<file path="src/design/lprl_pkg.sv">
// Shared types, codes and helpers for the longest-prefix route lookup unit.
// No dependencies; used by lprl_cell and longest_prefix_route_lookup_unit.
`timescale 1ns / 1ps

package lprl_pkg;

  localparam int ADDR_BITS  = 32;
  localparam int LEN_BITS   = 6;
  localparam int IFACE_BITS = 4;

  typedef enum logic {
    KIND_ADD    = 1'b0,
    KIND_LOOKUP = 1'b1
  } kind_t;

  typedef enum logic [1:0] {
    ST_ADDED = 2'd0,
    ST_FULL  = 2'd1,
    ST_HIT   = 2'd2,
    ST_MISS  = 2'd3
  } status_t;

  // Request travelling down the chain. For an add, key/len/iface/has_hop/hop
  // carry the route and done marks it placed. For a lookup, key is the
  // destination and len/iface/has_hop/hop carry the best route so far.
  typedef struct packed {
    logic                  valid;
    kind_t                 kind;
    logic                  done;
    logic [ADDR_BITS-1:0]  key;
    logic [LEN_BITS-1:0]   len;
    logic [IFACE_BITS-1:0] iface;
    logic                  has_hop;
    logic [ADDR_BITS-1:0]  hop;
  } token_t;

  // Leading-ones mask of the given prefix length; lengths above 32 saturate.
  function automatic logic [ADDR_BITS-1:0] len_mask(input logic [LEN_BITS-1:0] len);
    logic [ADDR_BITS-1:0] m;
    if (len == '0) begin
      m = '0;
    end else if (len >= LEN_BITS'(ADDR_BITS)) begin
      m = '1;
    end else begin
      m = {ADDR_BITS{1'b1}} << (LEN_BITS'(ADDR_BITS) - len);
    end
    return m;
  endfunction

endpackage

</file>
<file path="src/design/lprl_cell.sv">
// One route table slot with its compare logic, one link of the lookup chain.
// Depends on lprl_pkg for the request type and the prefix mask function.
`timescale 1ns / 1ps

module lprl_cell (
  input  logic            clk,
  input  logic            rst,
  input  lprl_pkg::token_t tok_in,
  output lprl_pkg::token_t tok_out
);

  logic                            valid;
  logic [lprl_pkg::ADDR_BITS-1:0]  prefix;
  logic [lprl_pkg::LEN_BITS-1:0]   length;
  logic [lprl_pkg::IFACE_BITS-1:0] iface;
  logic                            has_hop;
  logic [lprl_pkg::ADDR_BITS-1:0]  hop;

  logic             take_add;
  logic             take_lookup;
  lprl_pkg::token_t tok_next;

  // Slots fill from the bottom and are never freed, so the first free slot
  // lies past every valid one: claim it, or overwrite an equal route.
  assign take_add = tok_in.valid && (tok_in.kind == lprl_pkg::KIND_ADD) && !tok_in.done &&
                    (!valid || ((length == tok_in.len) && (prefix == tok_in.key)));

  // Take over the best match only when strictly longer, so the lowest slot wins ties.
  assign take_lookup = tok_in.valid && (tok_in.kind == lprl_pkg::KIND_LOOKUP) && valid &&
                       ((tok_in.key & lprl_pkg::len_mask(length)) == prefix) &&
                       (!tok_in.done || (length > tok_in.len));

  always_comb begin
    tok_next = tok_in;
    if (take_add) begin
      tok_next.done = 1'b1;
    end
    if (take_lookup) begin
      tok_next.done    = 1'b1;
      tok_next.len     = length;
      tok_next.iface   = iface;
      tok_next.has_hop = has_hop;
      tok_next.hop     = hop;
    end
  end

  // Hold the slot's valid bit and advance the request; clear both on reset.
  always_ff @(posedge clk) begin
    if (rst) begin
      valid         <= 1'b0;
      tok_out.valid <= 1'b0;
    end else begin
      tok_out <= tok_next;
      if (take_add) begin
        valid <= 1'b1;
      end
    end
  end

  // Write the route payload.
  always_ff @(posedge clk) begin
    if (take_add) begin
      prefix  <= tok_in.key;
      length  <= tok_in.len;
      iface   <= tok_in.iface;
      has_hop <= tok_in.has_hop;
      hop     <= tok_in.hop;
    end
  end

endmodule

</file>
<file path="config.mk">
export PLATFORM = sky130hd
export DESIGN_NAME = lprl_cell
export DESIGN_NICKNAME = d
export VERILOG_FILES = /design/src/design/lprl_pkg.sv /design/src/design/lprl_cell.sv
export SDC_FILE = /design/constraint.sdc
export NUM_CORES = 1
export LEC_CHECK = 0
export BUFFER_PORTS_ARGS = -buffer_cell sky130_fd_sc_hd__buf_2
export CORE_MARGIN = 4
export CORE_UTILIZATION = 49
export CTS_CLUSTER_DIAMETER = 60
export CTS_CLUSTER_SIZE = 28
export DETAILED_ROUTE_END_ITERATION = 10
export HOLD_SLACK_MARGIN = 0.15
export PLACE_DENSITY = 0.73
export SLEW_MARGIN = 10
export SYNTH_ARGS = -nofsm -noshare
export SYNTH_HDL_FRONTEND = slang
export SYNTH_SLANG_ARGS = --single-unit
</file>
<file path="constraint.sdc">
create_clock -name clk -period 4.4 [get_ports clk]
set_input_delay 0 -clock clk [delete_from_list [all_inputs] [get_ports clk]]
set_output_delay 0 -clock clk [all_outputs]
set_load 0.02 [all_outputs]
</file>
== Yosys cells after proc, flatten, opt, wreduce, memory -nomap -nowiden ==
Cells that the tools add are included.

* Flip-flop bits (word level): 154
* Input port bits: 80
* Output and inout bits: 78

* Add/subtract/negate cells: 1
* $lt $le $gt $ge: 2
* Equal/unequal tests: 3
* Shift-type cells: 1
* Multiplexer cells: 3
* Bitwise gates (word level): 2
* Reduce and logical (&&, ||, !) cells: 14

{| class="wikitable"
|+ Operators by type and width
! operator !! count
|-
| $eq 32x32->1 || 2
|-
| $mux 32 || 2
|-
| $mux 43 || 1
|-
| $and 32x32->32 || 1
|-
| $shl 32x6->32 const A || 1
|-
| $logic_and 1x1->1 || 8
|-
| $eq 6x6->1 || 1
|-
| $ge 6x6->1 const B || 1
|-
| $gt 6x6->1 || 1
|-
| $logic_not 6->1 || 1
|-
| $sub 6x6->6 const A || 1
|-
| $logic_not 1->1 || 2
|-
| $logic_or 1x1->1 || 2
|-
| $reduce_or 2->1 || 1
|-
| $not 1->1 || 1
|}

== Logic depth before layout (Yosys ltp) ==
* Depth after elaboration: 9
* Gate-level depth with buffers: 14
* Mapped depth without buffers: 10

== Worst setup path before layout ==
Ideal clock, no wire load.

* Path type: reg2reg
* From: register length[1] (netlist bit)
* To: register tok_out[40] (netlist bit) (data pin)
* Arrival: 3940 ps
* Setup slack: 197 ps
* Stages on the path, launching flop included: 14
* Buffers on the path: 3
* Clock period less this slack: 4203 ps
* Cells stage by stage: edfxtp_1 > clkbuf_1 > inv_1 > ha_1 > or3b_1 > buf_2 > a21oi_1 > mux2_2 > a2111oi_1 > nand4_1 > or4_4 > nor4_4 > buf_6 > mux2_1

{| class="wikitable"
|+ RTL lines
! element !! RTL line !! text
|-
| from (decl) || lprl_cell.sv:14 || <nowiki>logic [lprl_pkg::LEN_BITS-1:0] length;</nowiki>
|-
| from (signal assigned) || lprl_cell.sv:64 || <nowiki>length <= tok_in.len;</nowiki>
|-
| to (signal assigned) || lprl_cell.sv:53 || <nowiki>tok_out <= tok_next;</nowiki>
|-
| to (decl) || lprl_cell.sv:9 || <nowiki>output lprl_pkg::token_t tok_out</nowiki>
|}

==> impl_results.md <==
- Status: finished, final reports clean
- CTS buffer count: 17
- H-tree depth: 4
- Slack of the critical path: 0.195 ns
- Leak pwr: 0.00370 uW
- Die ar.: approximately 17000 um^2
- Synth Cell Area: 7210 um^2
- Share of flip-flops with an asynchronous set or reset: 0%
- Floorplan row count: 44
- Layout fillers: ~1000
- Slew Viols, Final: 0
- Overall power: between 3000 and 4000 uW
- DP HPWL: roughly 14 mm
- Relative slew slack: a little under half
- CTS tree: yes
- Crit path DAT: 4.37 ns
- Gr usage total: approximately a quarter
- Critical Path RT: between 4 and 5 ns
- WL/cell: between 20 and 25 um
- Net count, final: 870
- Worst-Skew Late Latency: roughly 0.42 ns
- Share of layout cells above drive strength 1: 28.0%
- Residual DRC: 0
- Sequential share of the synthesized area: between 60% and 70%
- Place WS: approximately 0.21 ns
- Via density: roughly 5.7
- Yosys cell types: between 60 and 70
- Maximum vdd drop: between 0.0003 and 0.0004 V
- Routed wire length: 20.4 mm
- Worst Hold Slack: roughly 0.3 ns
- Vias in the first global route: 5616
- RD Place Congestion: 1.00
- Total number of vias: 5537
- Post-synth net total: between 600 and 700
- Yosys warns: 0
- I/O Buffers: ~160
- Clk root buf: clkbuf_16
- Post-Syn Instances: about 520
- Top FF cell, synth: edfxtp_1
- Crit share post-route: 95.6%
- Final hold violation count: 0
- Pwr/cell area: roughly 370 nW/um^2
- Slew @ Worst Pin: roughly 0.79 ns
- TritonRoute pass-1 iters: 5
- Clock skew: between 0.015 and 0.02 ns
- Max cap viols: 0
- Antenna violations before repair: 0
- Largest net degree at the start of global routing: roughly 50
- Post-Syn Area per Cell: around 14 um^2
- Area Overhead vs Synth: 33.7%
- IO Pins: 158
- WS Path Type: flip-flop to flip-flop
- Post-synth EDFFs: around 150
- Tightest Hold Check Type: input port to flip-flop
- Crit path time final: 4.21 ns
- Die width: about 130 um
- Crit path max fanout: 21
- GRT overflow: 0
- Antenna Nets Post-Route: 0
- Max Freq: approximately 0.24 GHz
- RSZ-0062 raised after global routing: true
- Die height: around 130 um
- Ant diodes: 0
- Setup Viol. Count Final: 0
- Starting Density: 49.8%
- Initial DRC count: approximately 380
- Synth Register Bits: about 150
- CP startpoint kind: flip-flop
- Clk sinks: 154
- Crit. End Element: flip-flop
- Core Area: about 14000 um^2
- Worst-path clk slew: 0.06 ns
- First-pass GRT wire length: 31.4 mm
- Clk buf depth: 2
==> critical path, stage by stage, from the launching register on <==
cell       delay (ns)
edfxtp_1         0.38
inv_1            0.15
ha_1             0.18
or3b_1           0.50
a21oi_1          0.25
mux2_2           0.36
a2111oi_1        0.38
nand4_1          0.13
or4_4            0.55
nor4_4           0.33
buf_4            0.36
mux2_2           0.37
==> per-stage QoR <==
step	utilization [%]	std cells	TNS, ns	cell area, um^2
after floorplan	-	522	0	7210
after global placement	57.2	864	0	8280
after detailed placement	57.2	864	0	8280
after CTS	66.6	977	0	9640
after global routing	66.6	977	-0.260	9640
final	66.6	977	0	9640
==> cell type report <==
| class | instances | area [um^2] | area share, % |
|---|---|---|---|
| clock inverter | 12 | 114 | 1.18 |
| inverter | 28 | 106 | 1.10 |
| multi-input combinational | 323 | 2410 | 25.0 |
| sequential | 154 | 4600 | 47.8 |
| clock buffer | 20 | 437 | 4.53 |
| tap | 184 | 230 | 2.39 |
| timing repair buffer | 256 | 1740 | 18.1 |
==> flip-flops by register name, indices dropped and copies added, names as in the netlist <==
name and flops:
has_hop 1, hop 32, iface 4, length 6, prefix 32, tok_out 78, valid 1
==> report_power, final <==
| part | internal (uW) | switching (uW) |
|---|---|---|
| clock network | 783 | 582 |
| registers | 1700 | 29.5 |
| logic | 175 | 248 |
| total | 2660 | 859 |
==> metal layers <==
metal	vias up	part of all wire, %	global-route usage (%)
li1	2560	-	-
met1	2691	42	33.1
met5	-	0	0
met2	243	48	40.1
met4	0	2.7	9.39
met3	43	6.9	6.18
==> logic make-up after synthesis <==
family / Yosys count / share of synthesized area [%]
mux: 50 / 7.71
fa+ha+maj: 10 / 1.74
xor+xnor: 21 / 2.66
simple gates: 143 / 11.3
compound gates: 99 / 9.88
flops: 154 / 63.9
buf+inv: 45 / 2.83
==> layout by cell type, fill, tap and decap left out, types with 7 or more instances in the layout <==
master and instances:
buf_2 157, edfxtp_1 152, dlygate4sd3_1 81, mux2_1 39, inv_1 27, nor2_1 24
nand2_1 21, o21ai_0 19, nor2b_1 18, clkbuf_16 17, buf_4 17, a21oi_1 15
nand4_1 14, xor2_1 12, nor3_1 11, ha_1 10, xnor2_1 8, nor4_1 8
nand2b_1 7, o211ai_1 7
==> cell usage after synthesis, types with 3 or more instances <==
master,n,area share [%]
nor3_1,11,0.76
nor2b_1,18,1.6
edfxtp_1,152,63
a31oi_1,4,0.35
xor2_1,12,1.5
ha_1,10,1.7
mux2_1,39,6.1
a21oi_1,15,1.0
and2_1,5,0.43
mux2_2,5,0.78
mux2i_1,6,0.83
clkbuf_1,9,0.47
nand3b_1,3,0.31
o21ai_0,19,1.3
a21boi_0,4,0.42
nand2_1,21,1.1
nand2b_1,7,0.61
nor3b_1,5,0.52
a211o_1,3,0.36
o311ai_0,3,0.36
and3_1,4,0.35
nor2_1,24,1.2
a21o_1,3,0.31
nor4_1,8,0.69
a2111oi_0,4,0.49
nand4_1,14,1.2
a32oi_1,4,0.49
buf_2,4,0.28
a211oi_1,3,0.31
o211ai_1,7,0.73
o22ai_1,5,0.43
nand3_1,6,0.42
inv_1,28,1.5
buf_6,4,0.62
xnor2_1,8,0.97
==> path summary, 6_finish.rpt <==
kind	start	to	slack [ns]	depth (start not counted)
worst max-delay path	length[1]	tok_out[42]	0.19	11
worst min-delay path	tok_in[38]	length[1]	0.31	2
worst max register to register	length[1]	tok_out[42]	0.19	11
worst min register to register	hop[23]	tok_out[23]	0.53	1
==> repair_timing <==
item | 4_1_cts | 5_1_grt
setup buffers | 0 | 0
resized for setup | 0 | 1
hold buffers | 81 | 0
hold endpoints to repair | 154 | 0
setup endpoints to repair | 0 | 42
(Power assumes the default switching activity.)
